File: config.mk
export PLATFORM = sky130hd
export DESIGN_NAME = tracker_pattern_rle_decoder_flat
export DESIGN_NICKNAME = d
export VERILOG_FILES = /design/src/rtl/tprle_pkg.sv /design/src/rtl/tprle_if.sv /design/src/rtl/tracker_pattern_rle_decoder.sv /design/src/rtl/tprle_datapath.sv /design/src/rtl/tprle_ctrl.sv /design/src/flat_wrapper.sv
export SDC_FILE = /design/constraint.sdc
export NUM_CORES = 1
export LEC_CHECK = 0
export BUFFER_PORTS_ARGS = -buffer_cell sky130_fd_sc_hd__buf_4
export CAP_MARGIN = 10
export CORE_ASPECT_RATIO = 1.75
export CORE_UTILIZATION = 50
export DETAILED_ROUTE_END_ITERATION = 10
export PLACE_DENSITY_LB_ADDON = 0.15
export SKIP_CTS_REPAIR_TIMING = 1
export SLEW_MARGIN = 20
export SYNTH_ARGS = -nofsm -noshare
export SYNTH_HDL_FRONTEND = slang
export SYNTH_HIERARCHICAL = 1
export SYNTH_SLANG_ARGS = --single-unit
File: constraint.sdc
create_clock -name clk_i -period 10 [get_ports clk_i]
set_clock_uncertainty 0.15 [all_clocks]
set_input_delay 2 -clock clk_i [delete_from_list [all_inputs] [get_ports clk_i]]
set_output_delay 2 -clock clk_i [all_outputs]
set_load 0.005 [all_outputs]
File: src/rtl/tprle_pkg.sv
// Package for the tracker pattern run-length decoder: result status codes,
// controller/datapath command and status structs, marker table, default sizes.
// No dependencies.
package tprle_pkg;

  // Defaults for the top-level parameters.
  localparam int unsigned DefRowsPerPattern  = 32;
  localparam int unsigned DefMaxPatterns     = 128;
  localparam int unsigned DefHeaderBytes     = 80;
  localparam int unsigned DefOrderEntryBytes = 14;

  // Header byte positions of the big-endian last-order word and pattern count.
  localparam int unsigned PosLastOrderHi = 12;
  localparam int unsigned PosLastOrderLo = 13;
  localparam int unsigned PosCountHi     = 14;
  localparam int unsigned PosCountLo     = 15;

  typedef enum logic [1:0] {
    ST_CELL       = 2'd0,
    ST_DONE       = 2'd1,
    ST_BAD_MARKER = 2'd2,
    ST_BAD_COUNT  = 2'd3
  } status_e;

  // Commands from the controller to the datapath.
  typedef struct packed {
    logic    restart;      // start_of_module seen on the accepted word
    logic    hdr_step;     // header word: capture fields, advance position
    logic    skip_step;    // order-list word: advance position
    logic    mark_step;    // matching marker word
    logic    group_step;   // one byte of a four-byte group
    logic    emit_cell;    // push one expanded cell to the output register
    logic    emit_status;  // push a status result to the output register
    status_e status_code;
  } tprle_cmd_t;

  // Status from the datapath to the controller.
  typedef struct packed {
    logic out_free;    // output register can take a result this cycle
    logic hdr_bad;     // pattern count word is out of range
    logic hdr_end;     // this header word is the last one
    logic skip_end;    // this order-list word is the last one
    logic mark_match;  // byte matches the expected marker character
    logic gidx_last;   // byte is the fourth of a marker or group
    logic run_last;    // the cell being emitted is the last of its run
    logic ends_pat;    // the current run fills the pattern
    logic finished;    // the current run completes the last pattern
  } tprle_stat_t;

  function automatic logic [7:0] marker_char(input logic [1:0] idx);
    logic [7:0] c;
    unique case (idx)
      2'd0:    c = 8'h70;  // 'p'
      2'd1:    c = 8'h61;  // 'a'
      default: c = 8'h74;  // 't'
    endcase
    return c;
  endfunction

endpackage

File: src/rtl/tprle_if.sv
// Handshake interfaces of the tracker pattern run-length decoder:
// the byte input channel and the cell/status result channel. No dependencies.
interface tprle_in_if;
  logic       valid;
  logic       ready;
  logic [7:0] module_byte;
  logic       start_of_module;

  modport source (output valid, module_byte, start_of_module, input ready);
  modport sink (input valid, module_byte, start_of_module, output ready);
endinterface

interface tprle_out_if;
  logic       valid;
  logic       ready;
  logic [1:0] status;
  logic [6:0] pattern_index;
  logic [4:0] row_index;
  logic [7:0] note_value;
  logic [7:0] instrument_effect;
  logic [7:0] effect_param;
  logic       last_of_run;

  modport source (output valid, status, pattern_index, row_index, note_value,
                  instrument_effect, effect_param, last_of_run, input ready);
  modport sink (input valid, status, pattern_index, row_index, note_value,
                instrument_effect, effect_param, last_of_run, output ready);
endinterface

File: src/rtl/tracker_pattern_rle_decoder.sv
// Tracker pattern run-length decoder, top level.
// A status result is in the output register in the cycle after the word that causes it;
// cells of a run come from S_EMIT once the group's last byte is in. Throughput: one header,
// order-list or marker word per cycle while the output register is free; a group's last
// byte holds off input through its run (1 to ROWS_PER_PATTERN cells) and any done status.
// Reset (async, active low) returns to the header phase; the next word counts as byte zero.
module tracker_pattern_rle_decoder #(
  parameter int unsigned ROWS_PER_PATTERN  = tprle_pkg::DefRowsPerPattern,
  parameter int unsigned MAX_PATTERNS      = tprle_pkg::DefMaxPatterns,
  parameter int unsigned HEADER_BYTES      = tprle_pkg::DefHeaderBytes,
  parameter int unsigned ORDER_ENTRY_BYTES = tprle_pkg::DefOrderEntryBytes
) (
  input  logic        clk_i,
  input  logic        rst_ni,
  tprle_in_if.sink    in_i,
  tprle_out_if.source out_o
);
  import tprle_pkg::*;

  // The controller decides, per accepted word, which phase it belongs to and
  // drives the datapath with one command struct; the datapath answers with
  // compare results on the current word and its counters.
  tprle_cmd_t  cmd;
  tprle_stat_t stat;

  tprle_ctrl u_ctrl (
    .clk_i      (clk_i),
    .rst_ni     (rst_ni),
    .in_valid_i (in_i.valid),
    .start_i    (in_i.start_of_module),
    .in_ready_o (in_i.ready),
    .stat_i     (stat),
    .cmd_o      (cmd)
  );

  // The datapath owns the output register. A word is taken only while that
  // register can take a result, so a result that waits there unaccepted also
  // holds off the next word.
  tprle_datapath #(
    .ROWS_PER_PATTERN  (ROWS_PER_PATTERN),
    .MAX_PATTERNS      (MAX_PATTERNS),
    .HEADER_BYTES      (HEADER_BYTES),
    .ORDER_ENTRY_BYTES (ORDER_ENTRY_BYTES)
  ) u_datapath (
    .clk_i   (clk_i),
    .rst_ni  (rst_ni),
    .byte_i  (in_i.module_byte),
    .start_i (in_i.start_of_module),
    .cmd_i   (cmd),
    .stat_o  (stat),
    .out_o   (out_o)
  );

endmodule

File: src/rtl/tprle_datapath.sv
// Datapath of the tracker pattern run-length decoder: position and group
// counters, held cell bytes, run counter and the output register.
// Depends on tprle_pkg and tprle_if.
module tprle_datapath #(
  parameter int unsigned ROWS_PER_PATTERN  = tprle_pkg::DefRowsPerPattern,
  parameter int unsigned MAX_PATTERNS      = tprle_pkg::DefMaxPatterns,
  parameter int unsigned HEADER_BYTES      = tprle_pkg::DefHeaderBytes,
  parameter int unsigned ORDER_ENTRY_BYTES = tprle_pkg::DefOrderEntryBytes
) (
  input  logic                  clk_i,
  input  logic                  rst_ni,
  input  logic [7:0]            byte_i,
  input  logic                  start_i,
  input  tprle_pkg::tprle_cmd_t cmd_i,
  output tprle_pkg::tprle_stat_t stat_o,
  tprle_out_if.source           out_o
);
  import tprle_pkg::*;

  // Largest position reached: end of the order list for the largest last order.
  localparam int unsigned PosMax = HEADER_BYTES + 65536 * ORDER_ENTRY_BYTES;
  localparam int unsigned PosW   = $clog2(PosMax + 1);
  localparam int unsigned RowW   = $clog2(ROWS_PER_PATTERN + 1);

  logic [PosW-1:0] pos_q, pos_d, pos_eff, start_q, start_d;
  logic [15:0]     lo_q, lo_d;
  logic [7:0]      total_q, total_d;
  logic [7:0]      pat_q, pat_d;
  logic [RowW-1:0] row_q, row_d, run_q, run_d, left;
  logic [1:0]      gidx_q, gidx_d;
  logic [7:0]      note_q, note_d, inst_q, inst_d, param_q, param_d;
  logic            ends_q, ends_d, fin_q, fin_d;
  logic [7:0]      run_raw;
  logic [8:0]      run_cmp;
  logic            run_clip, grp_ends;

  logic            ov_q, ov_d;
  logic [1:0]      os_q, os_d;
  logic [6:0]      op_q, op_d;
  logic [4:0]      or_q, or_d;
  logic [7:0]      on_q, on_d, oi_q, oi_d, oe_q, oe_d;
  logic            ol_q, ol_d;

  assign pos_eff  = start_i ? '0 : pos_q;
  assign left     = RowW'(ROWS_PER_PATTERN) - row_q;
  assign run_raw  = (byte_i == 8'd0) ? 8'd1 : byte_i;
  assign run_cmp  = {1'b0, run_raw};
  assign run_clip = run_cmp > 9'(left);
  assign grp_ends = run_cmp >= 9'(left);

  always_comb begin
    stat_o.out_free   = !ov_q || out_o.ready;
    stat_o.hdr_bad    = (pos_eff == PosW'(PosCountLo)) &&
                        ((total_q != 8'd0) || (byte_i == 8'd0) ||
                         ({1'b0, byte_i} > 9'(MAX_PATTERNS)));
    stat_o.hdr_end    = (pos_eff + PosW'(1)) >= PosW'(HEADER_BYTES);
    stat_o.skip_end   = (pos_q + PosW'(1)) >= start_q;
    stat_o.mark_match = byte_i == marker_char(gidx_q);
    stat_o.gidx_last  = gidx_q == 2'd3;
    stat_o.run_last   = run_q == RowW'(1);
    stat_o.ends_pat   = ends_q;
    stat_o.finished   = fin_q;
  end

  always_comb begin
    pos_d   = pos_q;
    start_d = start_q;
    lo_d    = lo_q;
    total_d = total_q;
    pat_d   = pat_q;
    row_d   = row_q;
    run_d   = run_q;
    gidx_d  = gidx_q;
    note_d  = note_q;
    inst_d  = inst_q;
    param_d = param_q;
    ends_d  = ends_q;
    fin_d   = fin_q;
    ov_d    = ov_q && !out_o.ready;
    os_d    = os_q;
    op_d    = op_q;
    or_d    = or_q;
    on_d    = on_q;
    oi_d    = oi_q;
    oe_d    = oe_q;
    ol_d    = ol_q;

    if (cmd_i.restart) begin
      pat_d   = '0;
      row_d   = '0;
      gidx_d  = '0;
      total_d = '0;
      lo_d    = '0;
    end

    if (cmd_i.hdr_step) begin
      pos_d = pos_eff + PosW'(1);
      if (pos_eff == PosW'(PosLastOrderHi)) begin
        lo_d = {byte_i, 8'd0};
      end else if (pos_eff == PosW'(PosLastOrderLo)) begin
        lo_d = {lo_q[15:8], byte_i};
      end else if (pos_eff == PosW'(PosCountHi)) begin
        total_d = byte_i;
        // The last-order word is complete here; fix the end of the order list.
        start_d = PosW'(HEADER_BYTES) +
                  PosW'((PosW'(lo_q) + PosW'(1)) * PosW'(ORDER_ENTRY_BYTES));
      end else if (pos_eff == PosW'(PosCountLo)) begin
        total_d = byte_i;
      end
    end

    if (cmd_i.skip_step) begin
      pos_d = pos_q + PosW'(1);
      if (stat_o.skip_end) begin
        gidx_d = '0;
      end
    end

    if (cmd_i.mark_step) begin
      if (gidx_q == 2'd3) begin
        gidx_d = '0;
        row_d  = '0;
      end else begin
        gidx_d = gidx_q + 2'd1;
      end
    end

    if (cmd_i.group_step) begin
      gidx_d = gidx_q + 2'd1;
      unique case (gidx_q)
        2'd0: note_d  = byte_i;
        2'd1: inst_d  = byte_i;
        2'd2: param_d = byte_i;
        default: begin
          run_d  = run_clip ? left : RowW'(run_raw);
          ends_d = grp_ends;
          fin_d  = grp_ends && ({1'b0, pat_q} + 9'd1 >= {1'b0, total_q});
        end
      endcase
    end

    if (cmd_i.emit_cell) begin
      ov_d  = 1'b1;
      os_d  = ST_CELL;
      op_d  = pat_q[6:0];
      or_d  = 5'(row_q);
      on_d  = note_q;
      oi_d  = inst_q;
      oe_d  = param_q;
      ol_d  = stat_o.run_last && !fin_q;
      row_d = row_q + RowW'(1);
      run_d = run_q - RowW'(1);
      if (stat_o.run_last && ends_q) begin
        row_d = '0;
        pat_d = pat_q + 8'd1;
      end
    end

    if (cmd_i.emit_status) begin
      ov_d = 1'b1;
      os_d = cmd_i.status_code;
      op_d = '0;
      or_d = '0;
      on_d = '0;
      oi_d = '0;
      oe_d = '0;
      ol_d = 1'b1;
    end
  end

  always_ff @(posedge clk_i or negedge rst_ni) begin
    if (!rst_ni) begin
      pos_q   <= '0;
      start_q <= '0;
      lo_q    <= '0;
      total_q <= '0;
      pat_q   <= '0;
      row_q   <= '0;
      run_q   <= '0;
      gidx_q  <= '0;
      ends_q  <= 1'b0;
      fin_q   <= 1'b0;
      ov_q    <= 1'b0;
    end else begin
      pos_q   <= pos_d;
      start_q <= start_d;
      lo_q    <= lo_d;
      total_q <= total_d;
      pat_q   <= pat_d;
      row_q   <= row_d;
      run_q   <= run_d;
      gidx_q  <= gidx_d;
      ends_q  <= ends_d;
      fin_q   <= fin_d;
      ov_q    <= ov_d;
    end
  end

  always_ff @(posedge clk_i) begin
    note_q  <= note_d;
    inst_q  <= inst_d;
    param_q <= param_d;
    os_q    <= os_d;
    op_q    <= op_d;
    or_q    <= or_d;
    on_q    <= on_d;
    oi_q    <= oi_d;
    oe_q    <= oe_d;
    ol_q    <= ol_d;
  end

  assign out_o.valid             = ov_q;
  assign out_o.status            = os_q;
  assign out_o.pattern_index     = op_q;
  assign out_o.row_index         = or_q;
  assign out_o.note_value        = on_q;
  assign out_o.instrument_effect = oi_q;
  assign out_o.effect_param      = oe_q;
  assign out_o.last_of_run       = ol_q;

endmodule

File: src/rtl/tprle_ctrl.sv
// Controller of the tracker pattern run-length decoder: one-hot phase machine
// that issues datapath commands and runs the cell expansion. Depends on tprle_pkg.
module tprle_ctrl (
  input  logic                   clk_i,
  input  logic                   rst_ni,
  input  logic                   in_valid_i,
  input  logic                   start_i,
  output logic                   in_ready_o,
  input  tprle_pkg::tprle_stat_t stat_i,
  output tprle_pkg::tprle_cmd_t  cmd_o
);
  import tprle_pkg::*;

  typedef enum logic [6:0] {
    S_HEADER = 7'b0000001,
    S_SKIP   = 7'b0000010,
    S_MARKER = 7'b0000100,
    S_GROUP  = 7'b0001000,
    S_EMIT   = 7'b0010000,
    S_FINAL  = 7'b0100000,
    S_IDLE   = 7'b1000000
  } state_e;

  state_e state_q, state_d, eff;
  logic   take, acc;

  assign take       = (state_q != S_EMIT) && (state_q != S_FINAL);
  assign in_ready_o = take && stat_i.out_free;
  assign acc        = in_valid_i && in_ready_o;
  // A start marker puts the word back into the header phase at byte zero.
  assign eff        = start_i ? S_HEADER : state_q;

  always_comb begin
    state_d = state_q;
    cmd_o   = '0;
    cmd_o.status_code = ST_CELL;
    if (acc) begin
      cmd_o.restart = start_i;
      unique case (eff)
        S_HEADER: begin
          if (stat_i.hdr_bad) begin
            cmd_o.emit_status = 1'b1;
            cmd_o.status_code = ST_BAD_COUNT;
            state_d = S_IDLE;
          end else begin
            cmd_o.hdr_step = 1'b1;
            state_d = stat_i.hdr_end ? S_SKIP : S_HEADER;
          end
        end
        S_SKIP: begin
          cmd_o.skip_step = 1'b1;
          if (stat_i.skip_end) begin
            state_d = S_MARKER;
          end
        end
        S_MARKER: begin
          if (!stat_i.mark_match) begin
            cmd_o.emit_status = 1'b1;
            cmd_o.status_code = ST_BAD_MARKER;
            state_d = S_IDLE;
          end else begin
            cmd_o.mark_step = 1'b1;
            if (stat_i.gidx_last) begin
              state_d = S_GROUP;
            end
          end
        end
        S_GROUP: begin
          cmd_o.group_step = 1'b1;
          if (stat_i.gidx_last) begin
            state_d = S_EMIT;
          end
        end
        default: state_d = eff;
      endcase
    end else if (state_q == S_EMIT && stat_i.out_free) begin
      cmd_o.emit_cell = 1'b1;
      if (stat_i.run_last) begin
        if (stat_i.finished) begin
          state_d = S_FINAL;
        end else if (stat_i.ends_pat) begin
          state_d = S_MARKER;
        end else begin
          state_d = S_GROUP;
        end
      end
    end else if (state_q == S_FINAL && stat_i.out_free) begin
      cmd_o.emit_status = 1'b1;
      cmd_o.status_code = ST_DONE;
      state_d = S_IDLE;
    end
  end

  always_ff @(posedge clk_i or negedge rst_ni) begin
    if (!rst_ni) begin
      state_q <= S_HEADER;
    end else begin
      state_q <= state_d;
    end
  end

endmodule
File: src/flat_wrapper.sv
// flat-port wrapper written by rule: the top's interface ports become plain ports
module tracker_pattern_rle_decoder_flat import tprle_pkg::*;
#(
  parameter int unsigned ROWS_PER_PATTERN  = tprle_pkg::DefRowsPerPattern,
  parameter int unsigned MAX_PATTERNS      = tprle_pkg::DefMaxPatterns,
  parameter int unsigned HEADER_BYTES      = tprle_pkg::DefHeaderBytes,
  parameter int unsigned ORDER_ENTRY_BYTES = tprle_pkg::DefOrderEntryBytes
)
  (clk_i, rst_ni, in_i_valid, in_i_module_byte, in_i_start_of_module, in_i_ready, out_o_valid, out_o_status, out_o_pattern_index, out_o_row_index, out_o_note_value, out_o_instrument_effect, out_o_effect_param, out_o_last_of_run, out_o_ready);
  tprle_in_if in_i_i ();
  tprle_out_if out_o_i ();
  input  logic clk_i;
  input  logic rst_ni;
  input wire logic [$bits(in_i_i.valid)-1:0] in_i_valid;
  input wire logic [$bits(in_i_i.module_byte)-1:0] in_i_module_byte;
  input wire logic [$bits(in_i_i.start_of_module)-1:0] in_i_start_of_module;
  output wire logic [$bits(in_i_i.ready)-1:0] in_i_ready;
  output wire logic [$bits(out_o_i.valid)-1:0] out_o_valid;
  output wire logic [$bits(out_o_i.status)-1:0] out_o_status;
  output wire logic [$bits(out_o_i.pattern_index)-1:0] out_o_pattern_index;
  output wire logic [$bits(out_o_i.row_index)-1:0] out_o_row_index;
  output wire logic [$bits(out_o_i.note_value)-1:0] out_o_note_value;
  output wire logic [$bits(out_o_i.instrument_effect)-1:0] out_o_instrument_effect;
  output wire logic [$bits(out_o_i.effect_param)-1:0] out_o_effect_param;
  output wire logic [$bits(out_o_i.last_of_run)-1:0] out_o_last_of_run;
  input wire logic [$bits(out_o_i.ready)-1:0] out_o_ready;
  assign in_i_i.valid = in_i_valid;
  assign in_i_i.module_byte = in_i_module_byte;
  assign in_i_i.start_of_module = in_i_start_of_module;
  assign in_i_ready = in_i_i.ready;
  assign out_o_valid = out_o_i.valid;
  assign out_o_status = out_o_i.status;
  assign out_o_pattern_index = out_o_i.pattern_index;
  assign out_o_row_index = out_o_i.row_index;
  assign out_o_note_value = out_o_i.note_value;
  assign out_o_instrument_effect = out_o_i.instrument_effect;
  assign out_o_effect_param = out_o_i.effect_param;
  assign out_o_last_of_run = out_o_i.last_of_run;
  assign out_o_i.ready = out_o_ready;
  tracker_pattern_rle_decoder #(.ROWS_PER_PATTERN(ROWS_PER_PATTERN), .MAX_PATTERNS(MAX_PATTERNS), .HEADER_BYTES(HEADER_BYTES), .ORDER_ENTRY_BYTES(ORDER_ENTRY_BYTES)) u_core (.clk_i(clk_i), .rst_ni(rst_ni), .in_i(in_i_i), .out_o(out_o_i));
endmodule
==> results of run 1 <==
-- cells by family after synthesis --
| kind of cell | after synthesis |
|---|---|
| AND/OR/NAND/NOR | 391 |
| AO/OA/AOI/OAI | 261 |
| XOR/XNOR | 87 |
| flip-flops | 158 |
| adder cells (fa/ha/maj) | 82 |
| buffers and inverters | 147 |
| multiplexers | 57 |
-- state kept, by name, indices dropped and copies added, names as in the netlist, 6 cells and up --
register / cells
u_core/u_datapath/run_q: 6
u_core/u_ctrl/state_q: 7
u_core/u_datapath/out_o.effect_param: 8
u_core/u_datapath/pos_q: 20
u_core/u_datapath/row_q: 6
u_core/u_datapath/start_q: 19
u_core/u_datapath/lo_q: 16
u_core/u_datapath/out_o.instrument_effect: 8
u_core/u_datapath/pat_q: 8
u_core/u_datapath/total_q: 8
u_core/u_datapath/param_q: 8
u_core/u_datapath/note_q: 8
u_core/u_datapath/inst_q: 8
u_core/u_datapath/out_o.pattern_index: 7
u_core/u_datapath/out_o.note_value: 8
-- stage by stage --
step | instances | setup WS [ns]
floorplan | 1183 | 4.45
global placement | 1421 | 3.51
detailed placement | 1421 | 3.31
CTS | 1453 | 3.73
global route | 1453 | 3.18
finish | 1453 | 3.73
-- cell type report --
cell class | count | area [µm²] | area share
clock buffers | 17 | 425 | 0.0364
inverters | 76 | 285 | 0.0244
repair buffers | 57 | 428 | 0.0366
flip-flops and latches | 158 | 3900 | 0.334
well taps | 252 | 315 | 0.0270
clock inverters | 15 | 164 | 0.0140
multi-input cells | 878 | 6170 | 0.528
-- path summary, 6_finish.rpt --
check                      slack (ns)  cells after the start                             endpoint
max reg2reg                      4.48                     17        u_core/u_datapath/start_q[19]
min                              0.33                      2  u_core/u_datapath/out_o.last_of_run
max                              3.73                     13         u_core/u_datapath/start_q[3]
min in group asynchronous        1.38                      1        u_core/u_datapath/start_q[19]
min reg2reg                      0.33                      2  u_core/u_datapath/out_o.last_of_run
max in group asynchronous        7.16                      2             u_core/u_ctrl/state_q[5]
-- power by group through the flow --
stage               Clock, µW  Sequential (µW)  Combinational (µW)
global placement            0              817                 419
detailed placement          0              819                 424
CTS                       657              807                 427
global route              679              819                 474
floorplan                   0              788                 294
finish                    641              807                 423
-- cells in the final DEF (no fill, tap or decap), types with 6 or more instances in the layout --
master / Yosys / routed
nor2_1: 114 / 114
dfrtp_1: 94 / 94
nand2_1: 93 / 93
ha_1: 79 / 79
inv_1: 75 / 74
a21oi_1: 66 / 66
buf_4: 5 / 57
xor2_1: 48 / 48
mux2i_1: 47 / 47
o21ai_0: 47 / 47
xnor2_1: 39 / 39
dfxtp_1: 37 / 37
nand3_1: 36 / 36
edfxtp_1: 26 / 26
nor3_1: 25 / 25
a21o_1: 23 / 23
and3_1: 20 / 20
a22o_1: 20 / 20
clkbuf_16: 0 / 17
nand4_1: 14 / 14
nor2b_1: 13 / 13
o31ai_1: 13 / 13
nand2b_1: 12 / 12
o21bai_1: 12 / 12
and2_1: 10 / 10
a31oi_1: 10 / 10
nor4_1: 10 / 10
mux2_2: 9 / 9
a211oi_1: 8 / 8
or3_1: 7 / 7
a311oi_1: 7 / 7
and4_1: 6 / 6
or2_2: 6 / 6
-- worst max-delay path: stages --
cell      delay (ns)
buf_4           0.23
nand2b_1        0.20
inv_1           0.08
ha_1            0.28
nand4b_1        0.22
a311oi_1        0.10
nor2_1          0.62
clkinv_1        0.64
nor2_1          0.36
nand4_1         0.27
nor3_1          0.27
nand2_1         0.61
mux2_2          0.51
-- per-layer routing --
metal	vias to the layer above	part of all wire	global-route usage
met5	-	0	0
met4	0	0.028	0.0938
met3	39	0.024	0.0286
met2	144	0.57	0.478
met1	4074	0.38	0.253
li1	4188	-	-
==> run_results.csv, run 1 <==
group,metric,value,unit
yosys,yosysTopAreaCell,"dfrtp_1",
floorplan,die_h,195,µm
power_and_ir_drop,p_int,1270,µW
clock_network,clockBufferDepth,2,
power_and_ir_drop,switching_share,0.323,
yosys,async_flop_share,0.601,
yosys,yosys_warnings,6,
yosys,synth_area_leaders,"dfrtp_1 (22%), ha_1 (9.3%), edfxtp_1 (7.3%)",
power_and_ir_drop,p_switching,604,µW
clock_network,clock-sinks,158,
yosys,synth_top_family_by_area,"simple AND/OR/NAND/NOR gates",
finish,nets,1283,
placement,dpl_cell_area,0.0111,mm²
yosys,synth-edff-count,26,
routing,vias,8445,
worst_setup_path,required,10.16,ns
global_route,antenna_found_initial,0,
placement,dp_hpwl,19.0,mm
sta,setup_viol,0,
yosys,synth_seq_cells,158,
yosys,synth_most_common_cell,"nor2_1",
power_and_ir_drop,max-vdd-ir-drop,0.000165,V
run_status,status,"finished, final reports clean",
power_and_ir_drop,power,1870,µW
routing,drt_iter0_drc,267,
global_route,overflow,0,
yosys,ys_types,89,
worst_setup_path,end_kind,"flip-flop",
sta,final-hold-violation-count,0,
sta,tightest_slew,0.981,ns
worst_setup_path,cp.arrival,6.43,ns
clock_network,clkLatencyLatePin,0.43,ns
worst_setup_path,r2r_start,"u_core/u_datapath/lo_q[0]",
job,maxCapViolCount,0,
yosys,synth.top_cell.area_share,0.221,
yosys,syn_nets,1278,
floorplan,die_x,112,µm
finish,drive_gt1_frac,0.112,
routing,ant_nets,0,
power_and_ir_drop,leakage,0.00540,µW
placement,gp_congestion,0.887,
power_and_ir_drop,seqPwrFrac,0.431,
clock_network,cts-root-buf,"clkbuf_16",
sta,max_clock_freq,159,MHz
routing,drt_first_pass_iters,5,
global_route,grt_max_degree,60,
sta,worst_slew_margin_rel,0.345,
worst_setup_path,path_class,"input pin to flip-flop",
finish,syn2layout_area_growth,9.66,%
clock_network,cts_made_buffers,17,
hold_path,hold_path.class,"flip-flop to flip-flop",
worst_setup_path,worst_setup_path_start_kind,"input pin",
floorplan,core,0.0209,mm²
power_and_ir_drop,p_clk_frac,0.343,
yosys,ys.flop_type,"dfrtp_1",
finish,fillCellCount,1928,
floorplan,initial_core_util,0.509,
sta,finalMaxSlewViolations,0,
power_and_ir_drop,power_density,160,mW/mm²
sta,setup_tns,0,ns
routing,via_per_inst,5.81,
clock_network,clkSlewWorstSetupHoldPaths,0.07,ns
power_and_ir_drop,comb_power_share,0.226,
floorplan,rows,70,
yosys,syn_area,0.0107,mm²
yosys,synth-compound-area-share,0.171,
finish,final_util,0.558,
hold_path,hold_start,"u_core/u_datapath/out_o.last_of_run",
floorplan,ios,54,
finish,final_area,0.0117,mm²
global_route,grt.total_usage,0.241,
worst_setup_path,critPathLaunch,"in_i_start_of_module",
sta,finalCritPeriodShare,0.627,
yosys,synth.avg_cell_area,9.01,µm²
global_route,grt_pass1_wl,41.8,mm
yosys,netlist_top_cells_count,"nor2_1 (114), dfrtp_1 (94), nand2_1 (93)",
yosys,synthAdderAreaFrac,0.0984,
sta,fin_crit,6.27,ns
yosys,yosys-mux-area-fraction,0.0551,
sta,rsz0062_at_grt,"no",
global_route,grt_pass1_vias,8409,
routing,drcViolationCount,0,
yosys,synth_simple_gate_area_share,0.183,
finish,diodes,0,
floorplan,floorplan.die_area,0.0219,mm²
routing,wl_per_cell,17.4,µm
yosys,seq_area_frac_synth,0.366,
yosys,synth_xor_xnor_area_share,0.0715,
sta,whs,0.329,ns
worst_setup_path,critPathMaxFanout,35,
yosys,netlist_instances,1183,
clock_network,cts_tree,"yes",
placement,portBuffers,53,
routing,wl,25.2,mm
clock_network,cts.htree.levels,4,
Power figures use the tool's default switching activity.
==> run 2, diff against run 1 <==
Clock period 10 ns to 5.23 ns, I/O delays scaled along.
==> run 2 against run 1 <==
Compared with the run above:
- worst setup slack got worse by 3.4 ns
- highest routed layer unchanged
- largest power group unchanged
- sequential power rose by 92%
- clock power rose by 97%
==> run_results.csv, run 2 (synthesis gave the netlist of run 1 again) <==
group,metric,value,unit
run_status,status,"finished, final reports clean",
global_route,antenna_found_initial,0,
floorplan,die_h,195,µm
sta,setup_tns,0,ns
global_route,grt.total_usage,0.239,
placement,portBuffers,53,
worst_setup_path,r2r_start,"u_core/u_datapath/lo_q[3]",
clock_network,clkLatencyLatePin,0.44,ns
placement,dpl_cell_area,0.0112,mm²
routing,vias,8475,
worst_setup_path,path_delay_family,"simple AND/OR/NAND/NOR gates",
clock_network,cts.htree.levels,4,
global_route,grt_pass1_wl,41.4,mm
worst_setup_path,critPathLaunch,"u_core/u_datapath/lo_q[3]",
routing,wl_per_cell,16.9,µm
sta,fin_crit,4.86,ns
finish,final_util,0.568,
global_route,grt_pass1_vias,8621,
sta,finalCritPeriodShare,0.929,
power_and_ir_drop,power_density,305,mW/mm²
clock_network,clock-sinks,158,
clock_network,cts_tree,"yes",
routing,drcViolationCount,0,
power_and_ir_drop,leakage,0.00552,µW
global_route,grt_max_degree,69,
finish,syn2layout_area_growth,11.5,%
floorplan,ios,54,
finish,diodes,0,
hold_path,worstHoldEndpoint,"u_core/u_datapath/start_q[6]",
worst_setup_path,end_kind,"flip-flop",
sta,max_clock_freq,206,MHz
finish,final_area,0.0119,mm²
routing,ant_nets,0,
worst_setup_path,worst_setup_path_start_kind,"flip-flop",
placement,place_inst,1439,
sta,setup_viol,0,
floorplan,core,0.0209,mm²
hold_path,min_path_cells,2,
sta,finalMaxSlewViolations,0,
finish,finalNonFillerCells,1472,
floorplan,die_x,112,µm
worst_setup_path,r2r_cells,19,
sta,final-hold-violation-count,0,
clock_network,cts-root-buf,"clkbuf_16",
worst_setup_path,crit_chain,"and3_1, and3_1, nand3_1, xor2_2, buf_4, xor2_1, ha_1, o21bai_1, ha_1, a21oi_2, o21ai_0, a31o_2, nor3_1, a21bo_1, or4b_4, o41a_1, nand4_1, xor2_1, mux2_2",
routing,drt_iter0_drc,325,
finish,drive_gt1_frac,0.131,
placement,gp_congestion,0.856,
finish,final_cell_mix,"nor2_1 (114), dfrtp_1 (94), nand2_1 (93)",
power_and_ir_drop,max-vdd-ir-drop,0.000343,V
hold_path,hold_path.class,"flip-flop to flip-flop",
worst_setup_path,required,5.40,ns
clock_network,cts_made_buffers,17,
sta,worst_slew_margin_rel,0.378,
global_route,overflow,0,
worst_setup_path,critPathMaxFanout,6,
clock_network,clockBufferDepth,2,
worst_setup_path,regToRegSetupSlack,0.37,ns
finish,top_regs,"u_core/u_datapath/pos_q: 20 flops, u_core/u_datapath/start_q: 19 flops, u_core/u_datapath/lo_q: 16 flops",
placement,dp_hpwl,18.5,mm
worst_setup_path,timing.rr.end,"u_core/u_datapath/start_q[19]",
sta,rsz0062_at_grt,"no",
worst_setup_path,max_stage_delay,0.57,ns
hold_path,hold_start,"u_core/u_datapath/start_q[6]",
finish,nets,1302,
finish,mostFrequentLayoutCell,"nor2_1",
floorplan,initial_core_util,0.509,
clock_network,clkSlewWorstSetupHoldPaths,0.07,ns
routing,wl,24.8,mm
routing,drt_first_pass_iters,6,
sta,tightest_slew,0.933,ns
worst_setup_path,path_depth,19,
worst_setup_path,worstPathBufferInverterCount,1,
routing,via_per_inst,5.76,
job,maxCapViolCount,0,
worst_setup_path,cpMaxStageDelayCell,"or4b_4",
floorplan,floorplan.die_area,0.0219,mm²
floorplan,rows,70,
finish,regMostFlops,"u_core/u_datapath/pos_q",
worst_setup_path,cp.arrival,5.02,ns
finish,largest_reg_flops,20,
worst_setup_path,path_class,"flip-flop to flip-flop",
==> run 2: per-layer routing <==
| layer | global-route usage | vias to the layer above | part of all wire |
|---|---|---|---|
| li1 | - | 4221 | - |
| met1 | 0.239 | 4044 | 0.37 |
| met2 | 0.478 | 153 | 0.57 |
| met3 | 0.0301 | 57 | 0.027 |
| met4 | 0.111 | 0 | 0.036 |
| met5 | 0 | - | 0 |
==> run 2: how the worst max path moves through the flow <==
stage | end | slack, ns
floorplan | u_core/u_datapath/start_q[19] | 0.45
global placement | u_core/u_datapath/start_q[19] | 0.29
detailed placement | u_core/u_datapath/start_q[19] | 0.23
CTS | u_core/u_datapath/start_q[19] | 0.21
global route | u_core/u_datapath/start_q[19] | 0.004
finish | u_core/u_datapath/start_q[19] | 0.37
==> run 2: area by class of cell <==
cell class,instances,area [µm²]
multi-input cells,878,6210
fillers,1915,9050
repair buffers,76,571
well taps,252,315
clock buffers,17,425
flip-flops and latches,158,3900
clock inverters,15,174
inverters,76,285
==> run 2: power breakdown <==
| part | internal (µW) | switching, µW | total [µW] |
|---|---|---|---|
| Combinational | 392 | 422 | 814 |
| Clock | 686 | 577 | 1260 |
| Sequential | 1390 | 152 | 1550 |
| Total | 2470 | 1150 | 3620 |
==> run 2: tightest hold or removal path: cells and delay by family (launching register included) <==
kind             cells  cell delay, ns
AO/OA/AOI/OAI        1            0.06
flip-flops           1            0.34
AND/OR/NAND/NOR      1            0.04
==> run 2: metrics by stage <==
step           hold WS [ns]  total power [µW]  worst slack, ns
3_3_place_gp          0.314              2370            0.292
2_1_floorplan         0.300              2070            0.445
4_1_cts               0.340              3660            0.211
3_5_place_dp          0.325              2380            0.235
6_report              0.333              3620            0.372
5_1_grt               0.359              3820          0.00378
